[src/rtl/idq_pkg.sv]
// Shared types, widths and register codes of the INT4 group dequant matvec block.
`timescale 1ns / 1ps
package idq_pkg;

  localparam int POS_W     = 12;
  localparam int IDX_W     = 12;
  localparam int ACT_W     = 16;
  localparam int COEF_W    = 16;
  localparam int NIB_W     = 4;
  localparam int WQ_W      = 21;
  localparam int PROD_W    = WQ_W + ACT_W;
  localparam int SUM_W     = 48;
  localparam int ROW_W     = 16;
  localparam int LEN_W     = 13;
  localparam int CFG_W     = 16;
  localparam int CFG_IDX_W = 2;

  localparam int MAX_ROW_LENGTH_DEF = 4096;
  localparam int ACC_WIDTH_DEF      = 48;

  localparam logic [LEN_W-1:0] ROW_LENGTH_RST   = LEN_W'(4096);
  localparam logic [LEN_W-1:0] GROUP_LENGTH_RST = LEN_W'(128);
  localparam logic [ROW_W-1:0] ROW_COUNT_RST    = ROW_W'(1);

  localparam logic [CFG_IDX_W-1:0] REG_ROW_LENGTH   = CFG_IDX_W'(0);
  localparam logic [CFG_IDX_W-1:0] REG_GROUP_LENGTH = CFG_IDX_W'(1);
  localparam logic [CFG_IDX_W-1:0] REG_ROW_COUNT    = CFG_IDX_W'(2);

  localparam logic MODE_ACT    = 1'b0;
  localparam logic MODE_WEIGHT = 1'b1;

  typedef enum logic [2:0] {
    ST_IDLE,
    ST_DEQ,
    ST_MUL,
    ST_ADD_HI,
    ST_ADD_LO
  } state_e;

  typedef struct packed {
    logic deq;
    logic mul;
  } lane_ctl_t;

  typedef struct packed {
    logic add_hi;
    logic add_lo;
    logic clear;
  } merge_ctl_t;

endpackage

[src/rtl/idq_merge.sv]
// Merge stage: saturating accumulate of the high then low lane product.
`timescale 1ns / 1ps
module idq_merge #(
  parameter int ACC_WIDTH = idq_pkg::ACC_WIDTH_DEF
) (
  input  logic                                clk_i,
  input  logic                                rst_ni,
  input  idq_pkg::merge_ctl_t                 ctl_i,
  input  logic signed [idq_pkg::PROD_W-1:0]   prod_hi_i,
  input  logic signed [idq_pkg::PROD_W-1:0]   prod_lo_i,
  output logic signed [idq_pkg::SUM_W-1:0]    sum_o
);
  import idq_pkg::*;

  localparam logic signed [ACC_WIDTH-1:0] ACC_MAX = {1'b0, {(ACC_WIDTH-1){1'b1}}};
  localparam logic signed [ACC_WIDTH-1:0] ACC_MIN = {1'b1, {(ACC_WIDTH-1){1'b0}}};

  logic signed [ACC_WIDTH-1:0] acc_q, acc_d;
  logic signed [ACC_WIDTH:0]   sum_hi, sum_lo;
  logic signed [ACC_WIDTH-1:0] sat_hi, sat_lo;

  always_comb begin
    sum_hi = (ACC_WIDTH+1)'(acc_q) + (ACC_WIDTH+1)'(prod_hi_i);
    if (sum_hi[ACC_WIDTH] != sum_hi[ACC_WIDTH-1]) begin
      sat_hi = sum_hi[ACC_WIDTH] ? ACC_MIN : ACC_MAX;
    end else begin
      sat_hi = sum_hi[ACC_WIDTH-1:0];
    end
    sum_lo = (ACC_WIDTH+1)'(acc_q) + (ACC_WIDTH+1)'(prod_lo_i);
    if (sum_lo[ACC_WIDTH] != sum_lo[ACC_WIDTH-1]) begin
      sat_lo = sum_lo[ACC_WIDTH] ? ACC_MIN : ACC_MAX;
    end else begin
      sat_lo = sum_lo[ACC_WIDTH-1:0];
    end
  end

  generate
    if (ACC_WIDTH > SUM_W) begin : g_clamp
      logic [ACC_WIDTH-SUM_W:0] top_bits;
      assign top_bits = sat_lo[ACC_WIDTH-1:SUM_W-1];
      always_comb begin
        if (top_bits == '0 || top_bits == '1) begin
          sum_o = sat_lo[SUM_W-1:0];
        end else if (sat_lo[ACC_WIDTH-1]) begin
          sum_o = {1'b1, {(SUM_W-1){1'b0}}};
        end else begin
          sum_o = {1'b0, {(SUM_W-1){1'b1}}};
        end
      end
    end else begin : g_extend
      assign sum_o = SUM_W'(sat_lo);
    end
  endgenerate

  always_comb begin
    acc_d = acc_q;
    if (ctl_i.add_hi) begin
      acc_d = sat_hi;
    end else if (ctl_i.add_lo) begin
      acc_d = ctl_i.clear ? '0 : sat_lo;
    end
  end

  always_ff @(posedge clk_i or negedge rst_ni) begin
    if (!rst_ni) begin
      acc_q <= '0;
    end else begin
      acc_q <= acc_d;
    end
  end

endmodule

[config.mk]
export PLATFORM = sky130hd
export DESIGN_NAME = idq_merge
export DESIGN_NICKNAME = d
export VERILOG_FILES = /design/src/rtl/idq_pkg.sv /design/src/rtl/idq_merge.sv
export SDC_FILE = /design/constraint.sdc
export NUM_CORES = 1
export LEC_CHECK = 0
export ABC_AREA = 1
export BUFFER_PORTS_ARGS = -buffer_cell sky130_fd_sc_hd__buf_2
export CAP_MARGIN = 25
export CORE_MARGIN = 1
export CORE_UTILIZATION = 45
export CTS_CLUSTER_SIZE = 12
export DETAILED_ROUTE_END_ITERATION = 10
export PLACE_DENSITY_LB_ADDON = 0.08
export SLEW_MARGIN = 40
export SYNTH_ARGS = -nofsm -noshare
export SYNTH_HDL_FRONTEND = slang
export SYNTH_SLANG_ARGS = --single-unit
[constraint.sdc]
create_clock -name clk_i -period 5.22 [get_ports clk_i]
set_input_delay 0.522 -clock clk_i [delete_from_list [all_inputs] [get_ports clk_i]]
set_output_delay 0.522 -clock clk_i [all_outputs]
set_load 0.05 [all_outputs]
# After elaboration in Yosys (flattened, before gate mapping)
# Cells that the tools add are included.
# W data, S select, Z words.
[classes] addsub=2 eq_ne=2 mux=7 n_reduce_logical=1
[op_table] operator="$mux W48" count=7
[op_table] operator="$add A48 B37 Y49" count=2
[op_table] operator="$ne A1 B1 Y1" count=2
[op_table] operator="$reduce_bool A2 Y1" count=1
[totals] output_inout_bits=48 input_bits=79 elab_cells=13 reg_bits=48

# Longest topological paths before layout
[depth] depth_word=6 mapped_depth=22

# Worst setup path before layout
# OpenSTA, ideal clock, no wires.
[synth_path] path_type="in2out" from="in prod_lo_i[0] (netlist bit)" to="out sum_o[38] (netlist bit)" n_path_buf=0 arrival_ns=3.083 slack_ns=1.615 path_stages=16 required_ns=4.698 path_cell_list="ha_1 > inv_1 > fa_1 > inv_1 > nand3_1 > nand2_1 > nand2_1 > nand2_1 > nand2_1 > nand2_2 > nand2_2 > nand4_1 > nand2_2 > nand2_4 > nand2_1 > o21ai_1"
[synth_between] elab_chain_len=3
[synth_lines] item="start, declared" line="idq_merge.sv:10" rtl="input logic signed [idq_pkg::PROD_W-1:0] prod_lo_i,"
[synth_lines] item="$add A48 B37 Y49 (*)" line="idq_merge.sv:29" rtl="sum_lo = (ACC_WIDTH+1)'(acc_q) + (ACC_WIDTH+1)'(prod_lo_i);"
[synth_lines] item="$mux W48 or $ne A1 B1 Y1 (tied branches)" line="idq_merge.sv:31, idq_merge.sv:30"
[synth_lines] item="$mux W48 (*)" line="idq_merge.sv:30" rtl="if (sum_lo[ACC_WIDTH] != sum_lo[ACC_WIDTH-1]) begin"
[synth_lines] item="end, declared" line="idq_merge.sv:11" rtl="output logic signed [idq_pkg::SUM_W-1:0] sum_o"
# Every way passes the cells marked *; elsewhere a longest branch is shown, timed or not.

# Worst setup path in the final report
[layout_path] from="reg acc_q[0]" to="out sum_o[1] (netlist bit)"
[layout_between] elab_chain_len=3
[layout_lines] item="start, declared" line="idq_merge.sv:18" rtl="logic signed [ACC_WIDTH-1:0] acc_q, acc_d;"
[layout_lines] item="start signal, assigned" line="idq_merge.sv:66" rtl="acc_q <= '0;"
[layout_lines] item="start signal, assigned" line="idq_merge.sv:68" rtl="acc_q <= acc_d;"
[layout_lines] item="$add A48 B37 Y49 (*)" line="idq_merge.sv:29"
[layout_lines] item="$mux W48 or $ne A1 B1 Y1 (tied branches)" line="idq_merge.sv:31, idq_merge.sv:30"
[layout_lines] item="$mux W48 (*)" line="idq_merge.sv:30"
# Marks and branches as above.

==> results.yml <==
logic_synthesis:
  synth_cell_types: 42
  synth.top_cell.area_share_pct: 28.6
  avgSynthCellArea_um2: 5.43
  synth_common_cells: "nand2_1 (786), inv_1 (255), nor2_1 (197)"
  syn_inst: 1904
  ys.flop_type: "dfrtp_1"
  synth-simple-area-share_pct: 47.0
  synth_fa_ha_area_share_pct: 12.0
  synthMuxAreaShare_pct: 0
  synth_top_area_cell: "nand2_1"
  synth_most_common_cell: "nand2_1"
  synth_area_leaders: "nand2_1 (29%), dfrtp_1 (12%), ha_1 (12%)"
  synth_seq_cells: 48
  syn_nets: 2081
  synth-xor-area-share_pct: 5.60
  yosysSeqAreaShare_pct: 11.6
  synth_edf_count: 0
  synthArstFlopShare_pct: 100
  synth_area_um2: 10300
  ys_warn_count: 0
  synth-compound-area-share_pct: 11.8
  synth_top_family_by_area: "simple AND/OR/NAND/NOR gates"
worst_setup_path:
  critPathRequiredTime_ns: 4.70
  cp_slowest_cell: "nand2_2"
  cp.arrival_ns: 3.87
  slowest_delay_ns: 0.44
  critPathKind: "register to primary output"
  path_max_fanout: 26
  cp-end-kind: "primary output"
  cp-start-kind: "register"
  path_cells: "ha_1 -> inv_1 -> fa_1 -> inv_1 -> nand3_1 -> nand2_1 -> nand2_1 -> nand2_1 -> nand2_1 -> nand2_2 -> nand2_2 -> nand4_1 -> nand2_1 -> nand2_2 -> buf_4 -> o21ai_1 -> buf_2"
  cp_common_cell: "nand2_1"
layout:
  num-fill-cells: 2571
  multiInputGateArea_um2: 7910
  design_area_um2: 11400
  drive_gt1_share_pct: 11.5
  antennaDiodeCount: 0
  register_area_um2: 1200
  top_register: "acc_q"
  syn2layout_area_growth_pct: 10.2
  fin_nets: 2193
  reg.largest.list: "acc_q (48)"
  largest_register_ffs: 48
clock_tree:
  clk-insertion-delay-late_ns: 0.29
  clkSlewWorstSetupHoldPaths_ns: 0.07
  cts_sinks: 48
  postCtsSetupBuffers: 0
  cts.htree.levels: 2
  post_cts_resized: 0
  cts_buffers: 5
  cts-root-buf: "clkbuf_16"
  clock_path_buffers: 2
  cts_tree: "yes"
  hold_buffers: 0
die:
  core_area_um2: 22600
  initial_core_util_pct: 45.8
  ios: 127
  fp.dieW_um: 154
  num_rows: 55
  fp.dieArea_um2: 23600
  die_y_um: 154
outcome:
  status: "completed"
routing:
  dr.pass1.iters: 5
  wire_per_inst_um: 17.3
  drc_errors: 0
  routed_wirelength_um: 39800
  drt-initial-drc-count: 889
  drtAntennaViolNets: 0
  via_per_inst: 5.24
  vias: 12100
sta:
  setup_viol: 0
  worstMarginPinSlew_ns: 0.696
  tns_ns: 0
  post-route-period-util_pct: 84.2
  fin_skew_ns: 0.00921
  slew_headroom_pct: 53.6
  fmax_ghz: 0.228
  drv_slew: 0
  rsz0062_at_grt: "false"
  finalCriticalPeriod_ns: 4.40
  finalHoldViolations: 0
flow_run:
  cap_violations: 0
global_route:
  track_usage_pct: 33.9
  antenna_found_initial: 0
  grt_pass1_vias: 11400
  grt-ovfl-total: 0
  grt_pass1_wl_um: 61900
  grt_start_max_net_pins: 49
place:
  hpwl_um: 34800
  portBuffers: 126
  post_dp_cell_area_um2: 11200
  place.gp.congestion: 1.09
min_path:
  hold_path.class: "input pin to async pin"
==> cells by family after synthesis <==
group | Yosys count
flops | 48
buf+inv | 308
fa+ha+maj | 98
xor+xnor | 66
compound gates | 211
simple gates | 1173
==> through the flow <==
stage / hold WS, ns / setup slack (ns) / cells / util [%]
floorplan: 0.226 / 1.62 / 1904 / -
global route: 0.373 / 0.574 / 2301 / 50.4
finish: 0.319 / 0.825 / 2301 / 50.4
global placement: 0.546 / 1.11 / 2294 / 49.6
CTS: 0.342 / 0.889 / 2301 / 50.4
detailed placement: 0.554 / 1.02 / 2294 / 49.6
==> worst max-delay path, delay by kind of cell, from the launching register on <==
kind	cells	cell delay, ns
simple gates	10	1.33
buf+inv	4	0.91
fa+ha+maj	2	0.69
flops	1	0.41
compound gates	1	0.18
==> worst paths after layout <==
path	start	end	slack, ns	cells after the start
setup / recovery	acc_q[0]	sum_o[1]	0.82	17
min in group clk_i	acc_q[0]	acc_q[0]	0.58	2
hold / removal	rst_ni	acc_q[47]	0.32	2
hold reg to reg	acc_q[0]	acc_q[0]	0.58	2
setup reg to reg	acc_q[0]	acc_q[7]	1.52	18
max in group asynchronous	rst_ni	acc_q[8]	4.48	2
==> layout by cell type, fill, tap and decap left out, drive strengths merged, types with 5 or more instances in the layout <==
cell type,netlist,final
xor2,41,41
buf,21,133
nand3,74,74
nand2,817,817
o21bai,33,33
inv,280,280
xnor2,25,25
clkbuf,7,5
o21ai,37,37
dfrtp,48,48
a21oi,122,122
a31oi,8,8
nor2,210,210
nand4,44,44
nor3,19,19
ha,96,96
==> routing by layer <==
layer | GRT usage [%] | part of all wire [%]
met1 | 48.7 | 48
met2 | 55.0 | 44
met3 | 2.00 | 5.5
met4 | 8.48 | 2.2
met5 | 0 | 0
==> layout make-up <==
cell class | instances | share of cell area, %
multi-input combinational | 1548 | 69.5
sequential | 48 | 10.6
inverter | 280 | 9.23
timing repair buffer | 133 | 6.00
tap | 285 | 3.13
clock buffer | 5 | 1.10
clock inverter | 2 | 0.528
Power is left out: the tool's default activity adds up to more than one toggle a clock period on the data nets, which glitch-free logic cannot reach.
