File: config.mk
export PLATFORM = sky130hd
export DESIGN_NAME = idq_lane
export DESIGN_NICKNAME = d
export VERILOG_FILES = /design/src/rtl/idq_pkg.sv /design/src/rtl/idq_lane.sv
export SDC_FILE = /design/constraint.sdc
export NUM_CORES = 1
export LEC_CHECK = 0
export ABC_CLOCK_PERIOD_IN_PS = 7200
export BUFFER_PORTS_ARGS = -buffer_cell sky130_fd_sc_hd__buf_2
export CAP_MARGIN = 30
export CORE_AREA = 8 8 173 175
export CTS_BUF_LIST = sky130_fd_sc_hd__clkbuf_4 sky130_fd_sc_hd__clkbuf_8
export CTS_CLUSTER_DIAMETER = 40
export DETAILED_ROUTE_END_ITERATION = 10
export DIE_AREA = 0 0 181 183
export GPL_ROUTABILITY_DRIVEN = 0
export PLACE_DENSITY = 0.91
export SETUP_SLACK_MARGIN = 0.02
export SLEW_MARGIN = 15
export SYNTH_ARGS = -nofsm -noshare
export SYNTH_HDL_FRONTEND = slang
export SYNTH_SLANG_ARGS = --single-unit
export TNS_END_PERCENT = 5
File: constraint.sdc
create_clock -name clk_i -period 7.2 [get_ports clk_i]
set_input_delay 0 -clock clk_i [delete_from_list [all_inputs] [get_ports clk_i]]
set_output_delay 0 -clock clk_i [all_outputs]
set_load 0.05 [all_outputs]
File: src/rtl/idq_pkg.sv
// Shared types, widths and register codes of the INT4 group dequant matvec block.
`timescale 1ns / 1ps
package idq_pkg;

  localparam int POS_W     = 12;
  localparam int IDX_W     = 12;
  localparam int ACT_W     = 16;
  localparam int COEF_W    = 16;
  localparam int NIB_W     = 4;
  localparam int WQ_W      = 21;
  localparam int PROD_W    = WQ_W + ACT_W;
  localparam int SUM_W     = 48;
  localparam int ROW_W     = 16;
  localparam int LEN_W     = 13;
  localparam int CFG_W     = 16;
  localparam int CFG_IDX_W = 2;

  localparam int MAX_ROW_LENGTH_DEF = 4096;
  localparam int ACC_WIDTH_DEF      = 48;

  localparam logic [LEN_W-1:0] ROW_LENGTH_RST   = LEN_W'(4096);
  localparam logic [LEN_W-1:0] GROUP_LENGTH_RST = LEN_W'(128);
  localparam logic [ROW_W-1:0] ROW_COUNT_RST    = ROW_W'(1);

  localparam logic [CFG_IDX_W-1:0] REG_ROW_LENGTH   = CFG_IDX_W'(0);
  localparam logic [CFG_IDX_W-1:0] REG_GROUP_LENGTH = CFG_IDX_W'(1);
  localparam logic [CFG_IDX_W-1:0] REG_ROW_COUNT    = CFG_IDX_W'(2);

  localparam logic MODE_ACT    = 1'b0;
  localparam logic MODE_WEIGHT = 1'b1;

  typedef enum logic [2:0] {
    ST_IDLE,
    ST_DEQ,
    ST_MUL,
    ST_ADD_HI,
    ST_ADD_LO
  } state_e;

  typedef struct packed {
    logic deq;
    logic mul;
  } lane_ctl_t;

  typedef struct packed {
    logic add_hi;
    logic add_lo;
    logic clear;
  } merge_ctl_t;

endpackage

File: src/rtl/idq_lane.sv
// One nibble lane: dequantize the weight, then multiply it with its activation.
`timescale 1ns / 1ps
module idq_lane (
  input  logic                                clk_i,
  input  idq_pkg::lane_ctl_t                  ctl_i,
  input  logic        [idq_pkg::NIB_W-1:0]    nibble_i,
  input  logic signed [idq_pkg::COEF_W-1:0]   scale_i,
  input  logic signed [idq_pkg::COEF_W-1:0]   offset_i,
  input  logic signed [idq_pkg::ACT_W-1:0]    act_i,
  output logic signed [idq_pkg::PROD_W-1:0]   prod_o
);
  import idq_pkg::*;

  logic signed [NIB_W:0]    nib_s;
  logic signed [WQ_W-1:0]   w_d, w_q;
  logic signed [ACT_W-1:0]  act_q;
  logic signed [PROD_W-1:0] prod_d;

  assign nib_s  = {1'b0, nibble_i};
  assign w_d    = WQ_W'(nib_s) * WQ_W'(scale_i) + WQ_W'(offset_i);
  assign prod_d = PROD_W'(w_q) * PROD_W'(act_q);

  always_ff @(posedge clk_i) begin
    if (ctl_i.deq) begin
      w_q   <= w_d;
      act_q <= act_i;
    end
    if (ctl_i.mul) begin
      prod_o <= prod_d;
    end
  end

endmodule

==> After elaboration in Yosys (flattened, before gate mapping) <==
Index checks and enable logic that the tools add are counted.
{ "word_totals": {"reg_bits": 74, "inputBits": 55, "out_inout_bits": 37, "wordCells": 6} }
{ "classes": {"addsub": 1, "multipliers": 2} }
{ "op_table": {"columns": ["cell", "n"], "rows": [
  ["multiplier 21 x 16 -> 37 bit", 1],
  ["adder 21 x 16 -> 21 bit", 1],
  ["multiplier 5 x 16 -> 21 bit", 1]
]} }

==> Longest topological paths before layout <==
{ "depth": {"ltp_word": 2, "mapped_depth": 24, "ltp_nobuf": 23} }

==> Least setup slack after synthesis <==
OpenSTA, ideal clock, no wires.
{ "synth_path": {"path_type": "register -> register", "from": "reg w_q[20]", "to": "reg prod_o[34] in the netlist's numbering (data pin)", "setup_time_ns": 0.258, "arrival_ns": 5.872, "t_required_ns": 6.942, "slack_ns": 1.070, "stages_incl_launch_ff": 23, "n_path_buf": 1, "synth_period_minus_slack_ns": 6.130, "path_cell_list": "edfxtp_1 -> clkbuf_1 -> nand2_1 -> inv_1 -> fa_1 -> inv_1 -> fa_1 -> inv_1 -> fa_1 -> fa_1 -> fa_1 -> inv_1 -> fa_1 -> inv_1 -> ha_1 -> inv_1 -> nor2_1 -> nand4_1 -> a2111oi_2 -> o21a_1 -> a31oi_1 -> and2b_1 -> xnor2_1"} }
{ "synth_between": {"elab_chain_len": 1} }
{ "synth_lines": {"columns": ["element", "line", "text"], "rows": [
  ["start, declared", "idq_lane.sv:15", "logic signed [WQ_W-1:0] w_d, w_q;"],
  ["start signal, assigned", "idq_lane.sv:25", "w_q <= w_d;"],
  ["multiplier 21 x 16 -> 37 bit", "idq_lane.sv:21", "assign prod_d = PROD_W'(w_q) * PROD_W'(act_q);"],
  ["via prod_d[34]", "idq_lane.sv:17", "logic signed [PROD_W-1:0] prod_d;"],
  ["end signal, assigned", "idq_lane.sv:29", "prod_o <= prod_d;"],
  ["end, declared", "idq_lane.sv:10", "output logic signed [idq_pkg::PROD_W-1:0] prod_o"]
]} }
The timed path passes the listed nets, and every way through them passes these cells.
A chain may end at the register's enable or synchronous reset.

==> Final worst setup path <==
{ "layout_path": {"from": "reg act_q[3]", "to": "reg prod_o[34] in the netlist's numbering (data pin)"} }
{ "layout_between": {"elab_chain_len": 1} }
{ "layout_lines": {"columns": ["element", "line", "text"], "rows": [
  ["start, declared", "idq_lane.sv:16", "logic signed [ACT_W-1:0] act_q;"],
  ["start signal, assigned", "idq_lane.sv:26", "act_q <= act_i;"],
  ["multiplier 21 x 16 -> 37 bit", "idq_lane.sv:21", null],
  ["via prod_d[34]", "idq_lane.sv:17", null]
]} }
The timed path passes the listed nets, and every way through them passes these cells.

==> impl_summary.txt <==
----------------------------------------------------
[Synthesis]
  Synth Register Bits ... between 70 and 80
  Main combinational cell family by area after synthesis ... adder cells
  Arithmetic-cell share of the synthesized area counting full adders, half adders and majority gates ... 0.535
  Top post-synthesis cells by area ... sky130_fd_sc_hd__fa_1 44%, sky130_fd_sc_hd__edfxtp_1 13%, sky130_fd_sc_hd__inv_1 10%
  Total standard cell area after synthesis ... 17,400 µm²
  Synthesized instance count ... approximately 1,800
  Yosys top cell by area ... sky130_fd_sc_hd__fa_1
  Share of synthesized cell area in and, or, nand and nor gates ... 0.143
  Synth Area in Compound Gates ... 0.0503
  Cell types with the highest counts after synthesis ... 475 x sky130_fd_sc_hd__inv_1, 381 x sky130_fd_sc_hd__fa_1, 213 x sky130_fd_sc_hd__nand2_1
  Count of flip-flops with a built-in enable after synthesis ... 74
  Distinct cell type count after synthesis ... 56
  Synth Area in XOR/XNOR ... 0.0272
  Primary FF master, synth ... sky130_fd_sc_hd__edfxtp_1
  Share of synthesized flip-flops with an asynchronous set or reset ... 0
  Count of synthesis-stage warnings from yosys ... 0
  Avg Inst Size Synth ... just under 10 µm²
  Cell with the most instances after synthesis ... sky130_fd_sc_hd__inv_1
  Net count after synthesis ... 2,377
  Top-area cell type share of the netlist area ... 0.439
  Sequential fraction of the synthesis area ... 0.128
  Fraction of synthesized area in multiplexers ... 0.00173

[Die]
  Area of the core ... 27,300 µm²
  Die ar. ... 33,100 µm²
  Die extent in x ... between 150 and 200 µm
  Num rows ... 61
  Vertical die dimension ... roughly 180 µm
  Starting density of the core ... 0.636
  I/O pin count ... 92

[STA]
  Setup tns final ... 0 ns
  Max frequency ... 148 MHz
  Final worst clock skew ... 0.0122 ns
  Final Setup Violations ... 0
  Worst-margin pin slew ... 1.03 ns
  Headroom to the max-slew limit ... 0.306
  Final hold violation count ... 0
  Final worst path period share ... 0.941
  Setup repair after global routing missed its margin ... false
  Fin crit period ... 6.78 ns
  Number of max-slew violations in the final report ... 0

[GRT]
  First-pass GRT wire length ... 68,000 µm
  Vias in the first global route ... between 10,000 and 15,000
  Number of antenna violations at the first check in global routing ... 1
  Overall global routing resource usage ... 0.256
  Largest net degree at the start of global routing ... 38
  Overflow left after global routing ... 0

[Route]
  Number of vias in the routed layout ... 12,787
  Remaining routing DRC violations ... 0
  Routed length per placed instance ... 18.4 µm
  DRT Pass-1 Iters ... 8
  Ratio of routed vias to standard cells ... 5.68
  Count of nets left with antenna violations after detail routing ... 0
  DRC violation total after the first TritonRoute iteration ... 1,084
  Detailed Route WL ... ~41,000 µm

[Hold path]
  Endpoint of the worst hold-timing path ... w_q[0]
  Hold path cells ... 3
  Beginning of the worst hold path ... scale_i[0]
  Min-Delay Path Class ... in2reg

[CTS]
  Clock buffers created by TritonCTS ... 9
  CTS tree ... done
  Master cell of the clock root buffer ... sky130_fd_sc_hd__clkbuf_8
  Max Root-Sink Buffers ... 2
  Insertion delay to the later sink of the worst-skew pair ... 0.40 ns
  Max H-tree Level ... 3
  Num Clock Sinks ... 74
  Clock slew at reported path FFs ... 0.10 ns

[Cells and area]
  Antenna Diode Count ... 0
  Fraction of layout cells with a size suffix above 1 ... 0.0798
  Number of filler cells placed in the layout ... 1,921
  Synthesis-to-layout area growth ... 7.30%
  Number of nets in the layout ... 2,468

[Placed design]
  Buffers added on ports ... 91
  Detailed Place HPWL ... 34,100 µm

[Critical path]
  FF-to-FF setup slack ... 0.42 ns
  CP Capture Type ... flip-flop
  Slowest Stage Delay on Critical Path ... 0.70 ns
  Data arrival time of the critical path ... ~6.9 ns
  Worst Setup Start Kind ... flip-flop
  Number of stages on the worst setup path ... 20
  Critical-path cell list ... and2_1 > fa_1 > inv_1 > fa_1 > inv_1 > fa_1 > fa_1 > fa_1 > inv_1 > fa_1 > inv_1 > ha_1 > inv_1 > nor2_2 > nand4_1 > a2111oi_4 > o21a_1 > a31oi_1 > and2b_1 > xnor2_1
  R2R Path End ... prod_o[34]
  Library cell contributing the largest single delay on the critical path ... sky130_fd_sc_hd__edfxtp_1
  Bufs and invs on worst path ... 5
  Delay-heaviest family, CP ... adder cells
  Highest net fanout along the worst path ... 21
  Cells on worst reg2reg path ... 20
  Required time at the worst-slack endpoint ... 7.37 ns
  Most frequent cell on the critical path ... sky130_fd_sc_hd__fa_1
  Reg-to-Reg Start ... act_q[3]
  Crit path kind ... reg2reg

[Flow run]
  Max-cap check violation count ... 0

[Run status]
  Status ... finished, final reports clean

----------------------------------------------------
==> what timing repair did <==
action / CTS / global route
hold buffers: 17 / 0
gates resized for setup: 0 / 2
hold endpoints to repair: 17 / 0
endpoints found under the setup margin: 0 / 5
setup buffers: 0 / 5
==> layout by cell type (no fill, tap or decap), types with 3 or more instances in the layout <==
| master | n |
|---|---|
| sky130_fd_sc_hd__o31ai_1 | 5 |
| sky130_fd_sc_hd__xor2_1 | 15 |
| sky130_fd_sc_hd__nand3_1 | 12 |
| sky130_fd_sc_hd__inv_6 | 3 |
| sky130_fd_sc_hd__nand2b_1 | 12 |
| sky130_fd_sc_hd__or3_1 | 4 |
| sky130_fd_sc_hd__o21bai_1 | 7 |
| sky130_fd_sc_hd__nor3_1 | 10 |
| sky130_fd_sc_hd__nor2b_1 | 4 |
| sky130_fd_sc_hd__nor2_1 | 44 |
| sky130_fd_sc_hd__o211ai_1 | 3 |
| sky130_fd_sc_hd__nand2_1 | 213 |
| sky130_fd_sc_hd__mux2i_1 | 3 |
| sky130_fd_sc_hd__dlygate4sd3_1 | 17 |
| sky130_fd_sc_hd__clkbuf_8 | 9 |
| sky130_fd_sc_hd__or2_2 | 4 |
| sky130_fd_sc_hd__fa_1 | 381 |
| sky130_fd_sc_hd__ha_1 | 133 |
| sky130_fd_sc_hd__nand4_1 | 6 |
| sky130_fd_sc_hd__a21oi_1 | 36 |
| sky130_fd_sc_hd__buf_4 | 27 |
| sky130_fd_sc_hd__edfxtp_1 | 74 |
| sky130_fd_sc_hd__buf_2 | 91 |
| sky130_fd_sc_hd__o21ai_0 | 23 |
| sky130_fd_sc_hd__a21o_1 | 13 |
| sky130_fd_sc_hd__xnor2_1 | 39 |
| sky130_fd_sc_hd__o21a_1 | 4 |
| sky130_fd_sc_hd__and2_1 | 187 |
| sky130_fd_sc_hd__inv_1 | 475 |
| sky130_fd_sc_hd__a211oi_1 | 10 |
==> layer usage <==
layer,wire length (µm),GRT usage,part of all wire
met5,13,0,0.00031
met4,1990,0.129,0.048
met2,20800,0.452,0.50
met3,3930,0.0512,0.095
met1,14600,0.297,0.35
==> sequential cells by signal, summed over array words and instances (netlist names) <==
register / flops
act_q: 16
prod_o: 37
w_q: 21
==> cells by family after synthesis <==
logic type	Yosys count
compound gates	126
simple gates	504
xor+xnor	54
mux	3
buf+inv	533
flops	74
fa+ha+maj	514
==> area by class of cell <==
type | instances | area (µm²) | area share
Clock inverter | 7 | 71.3 | 0.00382
Clock buffer | 9 | 124 | 0.00664
Timing Repair Buffer | 137 | 843 | 0.0452
Multi-Input combinational cell | 1201 | 13200 | 0.706
Sequential cell | 74 | 2220 | 0.119
Inverter | 476 | 1790 | 0.0958
Tap cell | 346 | 433 | 0.0232
==> tightest hold or removal path, stage by stage <==
cell and delay [ns]:
sky130_fd_sc_hd__buf_2 0.11, sky130_fd_sc_hd__and2_1 0.12, sky130_fd_sc_hd__ha_1 0.12
==> worst max path at each step <==
stage               slack (ns)  startpoint          to
CTS                       0.11    act_q[1]  prod_o[34]
global route              0.16    act_q[3]  prod_o[34]
detailed placement        0.12    act_q[1]  prod_o[34]
global placement          0.35    act_q[1]  prod_o[34]
finish                    0.42    act_q[3]  prod_o[34]
floorplan                 1.07     w_q[20]  prod_o[34]
==> stage by stage <==
step / instances / hold slack, ns / instance area (µm²) / setup WS (ns) / util
after floorplan: 1808 / 0.0989 / 17400 / 1.07 / -
after global placement: 2212 / 0.179 / 18200 / 0.350 / 0.667
after detailed placement: 2212 / 0.178 / 18200 / 0.123 / 0.667
after CTS: 2245 / 0.0453 / 18600 / 0.111 / 0.681
after global routing: 2250 / 0.0839 / 18600 / 0.158 / 0.683
final: 2250 / 0.0545 / 18600 / 0.422 / 0.683
Power is not shown: default switching activity piles up to over one toggle a cycle in this logic, so the estimate is an artifact.
